$ cat src/design/swod_pkg.sv
`timescale 1ns / 1ps
`default_nettype none
// ----------------------------------------------------------------------------
// swod_pkg
// Shared constants and types for the sliding-window outlier detector.
// ----------------------------------------------------------------------------
package swod_pkg;

	localparam int SAMPLE_BITS = 12;
	localparam int WINDOW_DEF  = 64;
	localparam int TDATA_W     = ((SAMPLE_BITS + 7) / 8) * 8;
	localparam int TUSER_W     = 2;
	localparam int QUEUE_DEPTH = 2;
	localparam int OUT_DEPTH   = 2;

	localparam logic [SAMPLE_BITS-1:0] DRY_RESET = SAMPLE_BITS'(3700);

	// classified item handed from front to back
	typedef struct packed {
		logic [SAMPLE_BITS-1:0] sample;
		logic                   dry;
	} swod_item_t;

	typedef struct packed {
		logic [SAMPLE_BITS-1:0] sample;
		logic                   significant;
		logic                   dry;
	} swod_result_t;

endpackage
`default_nettype wire

$ cat src/design/swod_fifo.sv
`timescale 1ns / 1ps
`default_nettype none
// ----------------------------------------------------------------------------
// swod_fifo
// Small register FIFO with valid/ready on both sides.
// ----------------------------------------------------------------------------
module swod_fifo import swod_pkg::*; #(
	parameter int WIDTH = 8,
	parameter int DEPTH = QUEUE_DEPTH
) (
	input  wire logic             clk,
	input  wire logic             arst_n,
	input  wire logic             in_valid,
	output logic                  in_ready,
	input  wire logic [WIDTH-1:0] in_data,
	output logic                  out_valid,
	input  wire logic             out_ready,
	output logic [WIDTH-1:0]      out_data
);

	localparam int PTR_W = (DEPTH > 1) ? $clog2(DEPTH) : 1;
	localparam int CNT_W = $clog2(DEPTH + 1);

	logic [WIDTH-1:0] slot_q [DEPTH];
	logic [PTR_W-1:0] wr_ptr_q;
	logic [PTR_W-1:0] rd_ptr_q;
	logic [CNT_W-1:0] count_q;
	logic             push;
	logic             pop;

	assign in_ready  = (count_q != CNT_W'(DEPTH));
	assign out_valid = (count_q != '0);
	assign out_data  = slot_q[rd_ptr_q];
	assign push      = in_valid && in_ready;
	assign pop       = out_valid && out_ready;

	always_ff @(posedge clk) begin
		if (push) begin
			slot_q[wr_ptr_q] <= in_data;
		end
	end

	always_ff @(posedge clk or negedge arst_n) begin
		if (!arst_n) begin
			wr_ptr_q <= '0;
			rd_ptr_q <= '0;
			count_q  <= '0;
		end else begin
			if (push) begin
				wr_ptr_q <= (wr_ptr_q == PTR_W'(DEPTH - 1)) ? '0 : wr_ptr_q + 1'b1;
			end
			if (pop) begin
				rd_ptr_q <= (rd_ptr_q == PTR_W'(DEPTH - 1)) ? '0 : rd_ptr_q + 1'b1;
			end
			if (push && !pop) begin
				count_q <= count_q + 1'b1;
			end else if (pop && !push) begin
				count_q <= count_q - 1'b1;
			end
		end
	end

endmodule
`default_nettype wire

$ cat src/design/swod_front.sv
`timescale 1ns / 1ps
`default_nettype none
// ----------------------------------------------------------------------------
// swod_front
// Input side: holds the dry threshold, tags each sample and queues it.
// ----------------------------------------------------------------------------
module swod_front import swod_pkg::*; (
	input  wire logic                   clk,
	input  wire logic                   arst_n,
	input  wire logic                   cfg_wr_en,
	input  wire logic [SAMPLE_BITS-1:0] cfg_wr_data,
	input  wire logic                   s_valid,
	output logic                        s_ready,
	input  wire logic [SAMPLE_BITS-1:0] s_sample,
	output logic                        q_valid,
	input  wire logic                   q_ready,
	output swod_item_t                  q_item
);

	logic [SAMPLE_BITS-1:0] thr_q;
	swod_item_t             item_in;
	logic [$bits(swod_item_t)-1:0] q_bits;

	always_ff @(posedge clk or negedge arst_n) begin
		if (!arst_n) begin
			thr_q <= DRY_RESET;
		end else if (cfg_wr_en) begin
			thr_q <= cfg_wr_data;
		end
	end

	always_comb begin
		item_in.sample = s_sample;
		item_in.dry    = (s_sample > thr_q);
	end

	swod_fifo #(
		.WIDTH ($bits(swod_item_t)),
		.DEPTH (QUEUE_DEPTH)
	) u_queue (
		.clk       (clk),
		.arst_n    (arst_n),
		.in_valid  (s_valid),
		.in_ready  (s_ready),
		.in_data   (item_in),
		.out_valid (q_valid),
		.out_ready (q_ready),
		.out_data  (q_bits)
	);

	assign q_item = swod_item_t'(q_bits);

endmodule
`default_nettype wire

$ cat src/design/swod_back.sv
`timescale 1ns / 1ps
`default_nettype none
// ----------------------------------------------------------------------------
// swod_back
// Window engine: ring memory, running sums, one-sigma test, result queue.
// ----------------------------------------------------------------------------
module swod_back import swod_pkg::*; #(
	parameter int WINDOW = WINDOW_DEF
) (
	input  wire logic   clk,
	input  wire logic   arst_n,
	input  wire logic   q_valid,
	output logic        q_ready,
	input  swod_item_t  q_item,
	output logic        m_valid,
	input  wire logic   m_ready,
	output swod_result_t m_result
);

	localparam int PTR_W  = $clog2(WINDOW);
	localparam int SUM_W  = SAMPLE_BITS + PTR_W;
	localparam int SQR_W  = 2 * SAMPLE_BITS;
	localparam int SQ_W   = SQR_W + PTR_W;
	localparam int PROD_W = 2 * SUM_W;
	localparam int CNT_W  = $clog2(OUT_DEPTH + 1);

	// ring, cleared at reset through per-entry valid bits
	logic [SAMPLE_BITS-1:0] ring [WINDOW];
	logic [WINDOW-1:0]      ent_vld_q;
	logic [SAMPLE_BITS-1:0] rd_data_q;

	logic [PTR_W-1:0]  wp_q;
	logic [PTR_W-1:0]  ptr_next;
	logic [SUM_W-1:0]  sum_q;
	logic [SQ_W-1:0]   sq_q;
	logic [CNT_W-1:0]  cnt_q;

	logic              pop;
	logic              out_hs;
	logic [SUM_W-1:0]  nx;
	logic [SUM_W-1:0]  dev;

	// stage 1: judged against the current sums, outgoing entry being read
	logic                   valid_s1;
	logic [SAMPLE_BITS-1:0] x_s1;
	logic                   dry_s1;
	logic [SUM_W-1:0]       dev_s1;
	logic [PROD_W-1:0]      ssq_s1;
	logic [PROD_W-1:0]      nq_s1;
	logic [SQR_W-1:0]       xx_s1;
	logic [PTR_W-1:0]       ptr_s1;
	logic                   old_vld_s1;

	logic [SAMPLE_BITS-1:0] old;
	logic [SQR_W-1:0]       old_sq;

	// stage 2: squared deviation against variance term
	logic                   valid_s2;
	logic [SAMPLE_BITS-1:0] x_s2;
	logic                   dry_s2;
	logic [PROD_W-1:0]      lhs_s2;
	logic [PROD_W-1:0]      rhs_s2;

	swod_result_t           res;

	assign ptr_next = (wp_q == PTR_W'(WINDOW - 1)) ? '0 : wp_q + 1'b1;
	assign q_ready  = !valid_s1 && (cnt_q < CNT_W'(OUT_DEPTH));
	assign pop      = q_valid && q_ready;
	assign out_hs   = m_valid && m_ready;

	always_comb begin
		nx  = SUM_W'(q_item.sample) * SUM_W'(WINDOW);
		dev = (nx >= sum_q) ? (nx - sum_q) : (sum_q - nx);
	end

	always_comb begin
		old    = old_vld_s1 ? rd_data_q : '0;
		old_sq = SQR_W'(old) * SQR_W'(old);
	end

	always_ff @(posedge clk) begin
		if (pop) begin
			rd_data_q <= ring[ptr_next];
		end
		if (valid_s1) begin
			ring[ptr_s1] <= x_s1;
		end
	end

	always_ff @(posedge clk) begin
		if (pop) begin
			x_s1       <= q_item.sample;
			dry_s1     <= q_item.dry;
			dev_s1     <= dev;
			ssq_s1     <= PROD_W'(sum_q) * PROD_W'(sum_q);
			nq_s1      <= PROD_W'(sq_q) * PROD_W'(WINDOW);
			xx_s1      <= SQR_W'(q_item.sample) * SQR_W'(q_item.sample);
			ptr_s1     <= ptr_next;
			old_vld_s1 <= ent_vld_q[ptr_next];
		end
		if (valid_s1) begin
			x_s2   <= x_s1;
			dry_s2 <= dry_s1;
			lhs_s2 <= PROD_W'(dev_s1) * PROD_W'(dev_s1);
			rhs_s2 <= nq_s1 - ssq_s1;
		end
	end

	always_ff @(posedge clk or negedge arst_n) begin
		if (!arst_n) begin
			valid_s1  <= 1'b0;
			valid_s2  <= 1'b0;
			ent_vld_q <= '0;
			wp_q      <= PTR_W'(WINDOW - 1);
			sum_q     <= '0;
			sq_q      <= '0;
			cnt_q     <= '0;
		end else begin
			valid_s1 <= pop;
			valid_s2 <= valid_s1;
			if (valid_s1) begin
				ent_vld_q[ptr_s1] <= 1'b1;
				wp_q  <= ptr_s1;
				sum_q <= sum_q - SUM_W'(old) + SUM_W'(x_s1);
				sq_q  <= sq_q - SQ_W'(old_sq) + SQ_W'(xx_s1);
			end
			// results in flight or queued; the output queue can never overflow
			if (pop && !out_hs) begin
				cnt_q <= cnt_q + 1'b1;
			end else if (out_hs && !pop) begin
				cnt_q <= cnt_q - 1'b1;
			end
		end
	end

	always_comb begin
		res.sample      = x_s2;
		res.significant = (lhs_s2 >= rhs_s2);
		res.dry         = dry_s2;
	end

	logic [$bits(swod_result_t)-1:0] out_bits;

	swod_fifo #(
		.WIDTH ($bits(swod_result_t)),
		.DEPTH (OUT_DEPTH)
	) u_outq (
		.clk       (clk),
		.arst_n    (arst_n),
		.in_valid  (valid_s2),
		.in_ready  (),
		.in_data   (res),
		.out_valid (m_valid),
		.out_ready (m_ready),
		.out_data  (out_bits)
	);

	assign m_result = swod_result_t'(out_bits);

endmodule
`default_nettype wire

$ cat src/design/sliding_window_outlier_detector.sv
`timescale 1ns / 1ps
`default_nettype none
// ----------------------------------------------------------------------------
// sliding_window_outlier_detector
// Flags samples lying at least one standard deviation from the window mean.
// ----------------------------------------------------------------------------
// Samples arrive as beats on the s_axis channel (tdata[11:0]); one result beat
// per sample leaves on m_axis: tdata carries the sample, tuser its flags.
// The dry threshold is loaded through cfg_wr_en/cfg_wr_data; the user must load
// it only while idle, as the block itself does not enforce this.
// A sample passes the input queue, stage 1, stage 2 and the result queue.
// The running-sum loop paces the engine: the outgoing ring entry is read as a
// sample is taken, the sums are updated in the next cycle, and the following
// sample is taken only after that, as it must be judged against the new sums.
// A two-entry queue sits between intake and the window engine, and a two-entry
// result queue at the output, so s_axis keeps taking beats while a result
// waits. If m_axis stalls, the engine halts once two results are outstanding
// and the input queue fills, after which s_axis_tready drops.
// Reset clears the ring (per-entry valid bits), the sums and the queues and
// restores the threshold to 3700; no clearing pass is needed, so the block
// accepts samples as soon as reset is released.
// ----------------------------------------------------------------------------
module sliding_window_outlier_detector import swod_pkg::*; #(
	parameter int WINDOW = WINDOW_DEF
) (
	input  wire logic                   clk,
	input  wire logic                   arst_n,
	input  wire logic                   cfg_wr_en,
	input  wire logic [SAMPLE_BITS-1:0] cfg_wr_data,
	input  wire logic                   s_axis_tvalid,
	output logic                        s_axis_tready,
	input  wire logic [TDATA_W-1:0]     s_axis_tdata,  // [11:0] sample
	output logic                        m_axis_tvalid,
	input  wire logic                   m_axis_tready,
	output logic [TDATA_W-1:0]          m_axis_tdata,  // [11:0] sample_echo
	output logic [TUSER_W-1:0]          m_axis_tuser   // [0] significant, [1] dry
);

	logic         q_valid;
	logic         q_ready;
	swod_item_t   q_item;
	swod_result_t result;

	swod_front u_front (
		.clk         (clk),
		.arst_n      (arst_n),
		.cfg_wr_en   (cfg_wr_en),
		.cfg_wr_data (cfg_wr_data),
		.s_valid     (s_axis_tvalid),
		.s_ready     (s_axis_tready),
		.s_sample    (s_axis_tdata[SAMPLE_BITS-1:0]),
		.q_valid     (q_valid),
		.q_ready     (q_ready),
		.q_item      (q_item)
	);

	swod_back #(
		.WINDOW (WINDOW)
	) u_back (
		.clk      (clk),
		.arst_n   (arst_n),
		.q_valid  (q_valid),
		.q_ready  (q_ready),
		.q_item   (q_item),
		.m_valid  (m_axis_tvalid),
		.m_ready  (m_axis_tready),
		.m_result (result)
	);

	assign m_axis_tdata = {{(TDATA_W - SAMPLE_BITS){1'b0}}, result.sample};
	assign m_axis_tuser = {result.dry, result.significant};

endmodule
`default_nettype wire

$ cat config.mk
export PLATFORM = sky130hd
export DESIGN_NAME = sliding_window_outlier_detector
export DESIGN_NICKNAME = d
export VERILOG_FILES = /design/src/design/swod_pkg.sv /design/src/design/swod_fifo.sv /design/src/design/swod_front.sv /design/src/design/swod_back.sv /design/src/design/sliding_window_outlier_detector.sv
export SDC_FILE = /design/constraint.sdc
export NUM_CORES = 2
export LEC_CHECK = 0
export BUFFER_PORTS_ARGS = -buffer_cell sky130_fd_sc_hd__buf_2
export CAP_MARGIN = 0
export CORE_UTILIZATION = 61
export CTS_BUF_LIST = sky130_fd_sc_hd__clkbuf_4 sky130_fd_sc_hd__clkbuf_8
export CTS_CLUSTER_SIZE = 10
export DETAILED_ROUTE_END_ITERATION = 10
export PLACE_DENSITY_LB_ADDON = 0.25
export SYNTH_ARGS = -nofsm -noshare
export SYNTH_HDL_FRONTEND = slang
export SYNTH_HIERARCHICAL = 1
export SYNTH_SLANG_ARGS = --single-unit
$ cat constraint.sdc
create_clock -name clk -period 9 [get_ports clk]
set_clock_uncertainty 0.05 [all_clocks]
set_input_delay 0.45 -clock clk [delete_from_list [all_inputs] [get_ports clk]]
set_output_delay 0.45 -clock clk [all_outputs]
set_load 0.02 [all_outputs]
Word level (Yosys, flattened, before mapping)
Memories as Yosys holds them, arrays and structs flattened. A register that Yosys moved wholly into a read port is not among the register bits.
Index checks and enable logic that the tools add are counted.
{"block": "word_totals", "reg_bits": 355, "latch_bits": 0, "ram_bits": 822, "romBits": 0, "inputBits": 33, "output_inout_bits": 20, "elab_cells": 107, "mem_count": 3}
{"memory": "u_back.ring", "depth": 64, "width": 12, "read_ports": 1, "rd_clocked_by_memory_dff": 1, "write_ports": 1, "line": "swod_back.sv:28", "source": "logic [SAMPLE_BITS-1:0] ring [WINDOW];"}
{"memory": "u_back.u_outq.slot_q", "depth": 2, "width": 14, "read_ports": 1, "rd_clocked_by_memory_dff": 0, "write_ports": 1, "line": "swod_fifo.sv:24", "source": "logic [WIDTH-1:0] slot_q [DEPTH];"}
{"memory": "u_front.u_queue.slot_q", "depth": 2, "width": 13, "read_ports": 1, "rd_clocked_by_memory_dff": 0, "write_ports": 1, "line": "swod_fifo.sv:24"}
{"block": "classes", "n_addsub": 18, "mul": 4, "div_mod_pow": 0, "order_cmp": 7, "eq_ne": 3, "shift": 0, "muxes": 23, "bitwise": 1, "reduce_logical": 22}
{"op": "$mul 18x18->36", "n": 2}
{"op": "$or 64x64->64", "n": 1}
{"op": "$mul 12x12->24", "n": 2}
{"op": "$ge 36x36->1", "n": 1}
{"op": "$sub 18x18->18", "n": 2}
{"op": "$sub 36x36->36", "n": 1}
{"op": "$add 30x24->30", "n": 1}
{"op": "$sub 30x24->30", "n": 1}
{"op": "$add 18x12->18", "n": 1}
{"op": "$ge 18x18->1", "n": 1}
{"op": "$mux 18", "n": 1}
{"op": "$sub 18x12->18", "n": 1}
{"op": "$lt 6x7->1 const B", "n": 2}
{"op": "$gt 12x12->1", "n": 1}
{"op": "$logic_and 1x1->1", "n": 12}
{"op": "$mux 1", "n": 12}
{"op": "$mux 12", "n": 1}
{"op": "$mux 2", "n": 6}
{"op": "$reduce_bool 2->1", "n": 5}
{"op": "$add 2x1->2 const B", "n": 3}
{"op": "$add 6x1->6 const B", "n": 1}
{"op": "$bmux 1 s6", "n": 1}
{"op": "$demux 1 s6", "n": 1}
{"op": "$eq 6x6->1 const B", "n": 1}
{"op": "other kinds (7)", "n": 17}

Longest topological paths before layout
{"block": "depth", "depth_word": 7, "depth_mapped": 27, "mapped_depth_nobuf": 25}

By module
The synthesis kept the hierarchy.
{"mod": "swod_back", "instances": 1, "cells_per_inst": 5748, "area_each_um2": 72922.4, "seq_area_each_um2": 32668.8}
{"mod": "swod_fifo (u_back.u_outq)", "instances": 1, "cells_per_inst": 62, "area_each_um2": 1270.0, "seq_area_each_um2": 940.9}
{"mod": "swod_fifo (u_front.u_queue)", "instances": 1, "cells_per_inst": 58, "area_each_um2": 1144.8, "seq_area_each_um2": 880.8}
{"mod": "swod_front", "instances": 1, "cells_per_inst": 78, "area_each_um2": 720.7, "seq_area_each_um2": 309.0}
{"mod": "sliding_window_outlier_detector", "instances": 1, "cells_per_inst": 5, "area_each_um2": 33.8, "seq_area_each_um2": 0.0}

Worst setup path before layout
No wires, ideal clock.
{"block": "synth_timing", "path_kind": "register -> register", "startpoint": "register u_back.sum_q[5]", "endpoint": "register u_back.ssq_s1[33], data pin", "setup_ns": 0.281, "arrival_ns": 6.381, "required_ns": 8.669, "path_slack_ns": 2.288, "path_stages_with_launch": 26, "path_buffers": 2, "synth_period_minus_slack_ns": 6.712, "path_cell_list": "dfrtp_1 > clkbuf_1 > clkbuf_1 > nand2_1 > fa_1 > inv_1 > fa_1 > inv_1 > fa_1 > inv_1 > fa_1 > fa_1 > inv_1 > fa_1 > inv_1 > ha_1 > a21oi_1 > o21ai_0 > a31oi_1 > nand2_1 > or3_1 > o221a_2 > o41ai_2 > o21ai_0 > nand4b_1 > o311ai_0"}
{"block": "synth_via", "elab_chain_cells": 1}
{"element": "start, declared", "line": "swod_back.sv:34", "source": "logic [SUM_W-1:0] sum_q;"}
{"element": "start signal, assigned", "line": "swod_back.sv:124", "source": "sum_q <= sum_q - SUM_W'(old) + SUM_W'(x_s1);"}
{"element": "$mul 18x18->36", "line": "swod_back.sv:95", "source": "ssq_s1 <= PROD_W'(sum_q) * PROD_W'(sum_q);"}
{"element": "end signal, assigned", "line": "swod_back.sv:95"}
{"element": "end, declared", "line": "swod_back.sv:48", "source": "logic [PROD_W-1:0] ssq_s1;"}
No other way between the ends.
A chain may end at the register's enable or synchronous reset.

Worst setup path after layout
{"block": "layout_timing", "startpoint": "register u_back.old_vld_s1", "endpoint": "register u_back.sq_q[29]"}
{"block": "layout_via", "elab_chain_cells": 4}
{"element": "start, declared", "line": "swod_back.sv:52", "source": "logic old_vld_s1;"}
{"element": "start signal, assigned", "line": "swod_back.sv:99", "source": "old_vld_s1 <= ent_vld_q[ptr_next];"}
{"element": "$mux 12", "line": "swod_back.sv:77", "source": "old = old_vld_s1 ? rd_data_q : '0;"}
{"element": "$mul 12x12->24", "line": "swod_back.sv:78", "source": "old_sq = SQR_W'(old) * SQR_W'(old);"}
{"element": "$sub 30x24->30", "line": "swod_back.sv:125", "source": "sq_q <= sq_q - SQ_W'(old_sq) + SQ_W'(xx_s1);"}
{"element": "$add 30x24->30", "line": "swod_back.sv:125"}
{"element": "end signal, assigned", "line": "swod_back.sv:125"}
{"element": "end, declared", "line": "swod_back.sv:35", "source": "logic [SQ_W-1:0] sq_q;"}
No other way between the ends.

==> flow_metrics.py <==
metrics = {
    "critical_path": {
        "r2r_slack_ns": 1.17,
        "worst_setup_path_start_kind": "flop",
        "worstPathArrival_ns": 8.56,
        "crit_type": "reg2reg",
        "worstPathRequired_ns": 9.73,
        "cp-end-kind": "flop",
        "worstPathMaxFanout": 20,
    },
    "yosys": {
        "syn_avg_cell_area_um2": 12.79,
        "post_synth_instance_area_mm2": 0.07609,
        "synthesis.yosys.warnings": 6,
        "synth_top_area_share_pct": 41.04,
        "synthArstFlopShare_pct": 12.01,
        "ys_types": 88,
        "netlist_instances": 5951,
        "synth_seq_area_share_pct": 45.73,
        "netlist_top_cells_count": "1123 x inv_1, 1040 x edfxtp_1, 648 x fa_1",
        "synth.most_common_cell": "inv_1",
        "synth.area.top_cells": "edfxtp_1 41%, fa_1 17%, ha_1 8.1%, mux4_2 6.5%, inv_1 5.5%",
        "synth_enable_flop_cells": 1040,
        "synth_largest_area_cell": "edfxtp_1",
        "synth-main-ff-cell": "edfxtp_1",
        "synth_seq_cells": 1182,
    },
    "layout": {
        "final_nets": 7312,
        "fill_cells": 8622,
        "seqCellArea_mm2": 0.03480,
        "final_cells": 7933,
        "multi_input_comb_area_mm2": 0.03635,
        "post_route_cells_drive_above_1_share_pct": 13.78,
        "synthToLayoutAreaGrowth_pct": 9.049,
    },
    "clock_network": {
        "cts_resized": 0,
        "tritoncts": "yes",
        "post_cts.repair.setup_buffers": 0,
        "h-tree-depth": 4,
        "cts_num_sinks": 1182,
        "number_of_cts_inserted_buffers": 179,
        "clk_latency_ns": 0.92,
        "cts_hold_buf": 52,
        "clockRootBuffer": "clkbuf_8",
        "max-clock-path-buffers": 3,
        "path_clk_slew_ns": 0.08,
    },
    "global_routing": {
        "largest_net_degree_at_the_start_of_global_routing": 126,
        "gr_overflow_total": 0,
        "antenna_found_initial": 6,
        "grt_pass1_vias": 49080,
        "grt_first_pass_wirelength_mm": 272.2,
        "total_routing_usage_gr_pct": 28.49,
    },
    "hold_path": {
        "worst_hold_path_type": "in2reg",
    },
    "detailed_routing": {
        "drtAntennaViolNets": 0,
        "drt_first_iter_violations": 3531,
        "routed_wire_length_per_instance_um": 21.92,
        "via_cell_ratio": 5.807,
        "num_vias": 46070,
        "drtPass1Iterations": 6,
        "drc": 0,
        "totalWireLength_mm": 173.9,
    },
    "timing": {
        "tightestPinTransition_ns": 1.248,
        "min_period_ns": 7.832,
        "layout_worst_path_cycle_share_pct": 87.02,
        "setup_violations": 0,
        "slew_headroom_pct": 16.33,
        "unrepaired_setup_endpoints_after_global_routing": "false",
        "fmax_ghz": 0.1277,
        "setup_total_negative_slack_ns": 0,
        "report.final.slew_viol_count": 0,
        "final-hold-violation-count": 0,
    },
    "place": {
        "placed_cells": 7541,
        "place.gp.congestion": 0.9246,
        "port-buffer-count": 44,
        "detailedPlacementHpwl_mm": 120.9,
    },
    "floorplan": {
        "pin_count": 53,
        "start_util_pct": 61.54,
        "die_width_um": 355.2,
        "number_of_core_rows": 129,
        "die_y_um": 355.2,
        "coreArea_mm2": 0.1236,
        "dieArea_mm2": 0.1262,
    },
    "run": {
        "drv.max_cap_violation_count": 0,
    },
    "run_status": {
        "outcome": "finished clean",
    },
}
==> sequential cells by signal, summed over array words and instances (netlist names), 18 cells and up <==
| register | flops |
|---|---|
| u_back/ssq_s1 | 34 |
| u_front/u_queue/slot_q | 26 |
| u_back/sum_q | 18 |
| u_back/ent_vld_q | 64 |
| u_back/dev_s1 | 18 |
| u_back/sq_q | 30 |
| u_back/xx_s1 | 22 |
| u_back/ring | 768 |
| u_back/nq_s1 | 30 |
| u_back/lhs_s2 | 34 |
| u_back/rhs_s2 | 35 |
| u_back/u_outq/slot_q | 28 |
==> cell type report <==
class | count | area share (%)
timing repair buffer | 190 | 1.808
sequential | 1182 | 41.94
clock inverter | 65 | 0.8158
clock buffer | 272 | 3.984
inverter | 1137 | 5.158
multi-input combinational | 3447 | 43.81
antenna | 3 | 0.009047
tap | 1637 | 2.468
==> kinds of logic after synthesis <==
kind of cell	synth area share [%]
other cells	0.004928
xor+xnor	2.371
simple gates	7.543
compound gates	5.020
fa+ha+maj	25.17
flops	45.73
mux	7.500
buf+inv	6.656
==> worst paths after layout <==
check / depth (start not counted) / to / startpoint
worst max-delay path: 23 / u_back/sq_q[29] / u_back/old_vld_s1
worst min-delay path: 2 / u_front/u_queue/slot_q[1][4] / s_axis_tdata[3]
worst max register to register: 23 / u_back/sq_q[29] / u_back/old_vld_s1
worst min register to register: 0 / u_back/nq_s1[12] / u_back/sq_q[6]
max in group asynchronous: 5 / u_back/u_outq/rd_ptr_q / arst_n
min in group asynchronous: 4 / u_back/ent_vld_q[24] / arst_n
==> layout by cell type (no fill, tap or decap), types with 55 or more instances in the layout <==
cell type / count
clkbuf_4: 70
and2_1: 100
o21ai_0: 117
clkbuf_8: 202
dfrtp_1: 128
a21oi_1: 155
nand2_1: 495
or2_2: 75
a21o_1: 92
inv_1: 1122
nand3_1: 77
mux4_2: 221
xor2_1: 81
xnor2_1: 123
fa_1: 648
buf_4: 91
and3_1: 55
nor2_1: 250
edfxtp_1: 1040
ha_1: 493
==> layer usage <==
metal  wire (µm)  part of all wire (%)  GRT usage (%)
met3       11300                   6.5          4.421
met5           0                     0              0
met1       65000                    37          34.93
met4        8832                   5.1          14.03
met2       88790                    51          49.35
==> critical path: stages (launching register included) <==
cell and delay, ns:
edfxtp_1 0.81, and2_0 0.61, nand2_1 0.19, fa_1 0.54
inv_1 0.05, fa_1 0.47, inv_1 0.05, fa_1 0.48
fa_1 0.46, fa_1 0.52, inv_1 0.05, fa_1 0.48
inv_1 0.04, ha_1 0.34, a21o_1 0.18, a21o_1 0.17
a21oi_1 0.13, o21ai_0 0.27, o31ai_1 0.61, o21ai_0 0.35
nor3_1 0.26, nor2_1 0.08, o31ai_1 0.33, xnor2_1 0.17
==> per-stage QoR <==
step | hold WS, ns | instance area, µm² | setup slack, ns | utilization (%)
final | 0.2599 | 82980 | 1.168 | 67.11
after global routing | 0.2107 | 82970 | 0.7037 | 67.11
after CTS | 0.1776 | 82970 | 1.238 | 67.11
after detailed placement | 0.3313 | 78460 | 1.270 | 63.46
after global placement | 0.3252 | 78460 | 1.458 | 63.46
after floorplan | 0.1044 | 76100 | 2.288 | -
Power is not shown: default switching activity piles up to over one toggle a cycle in this logic, so the estimate is an artifact.
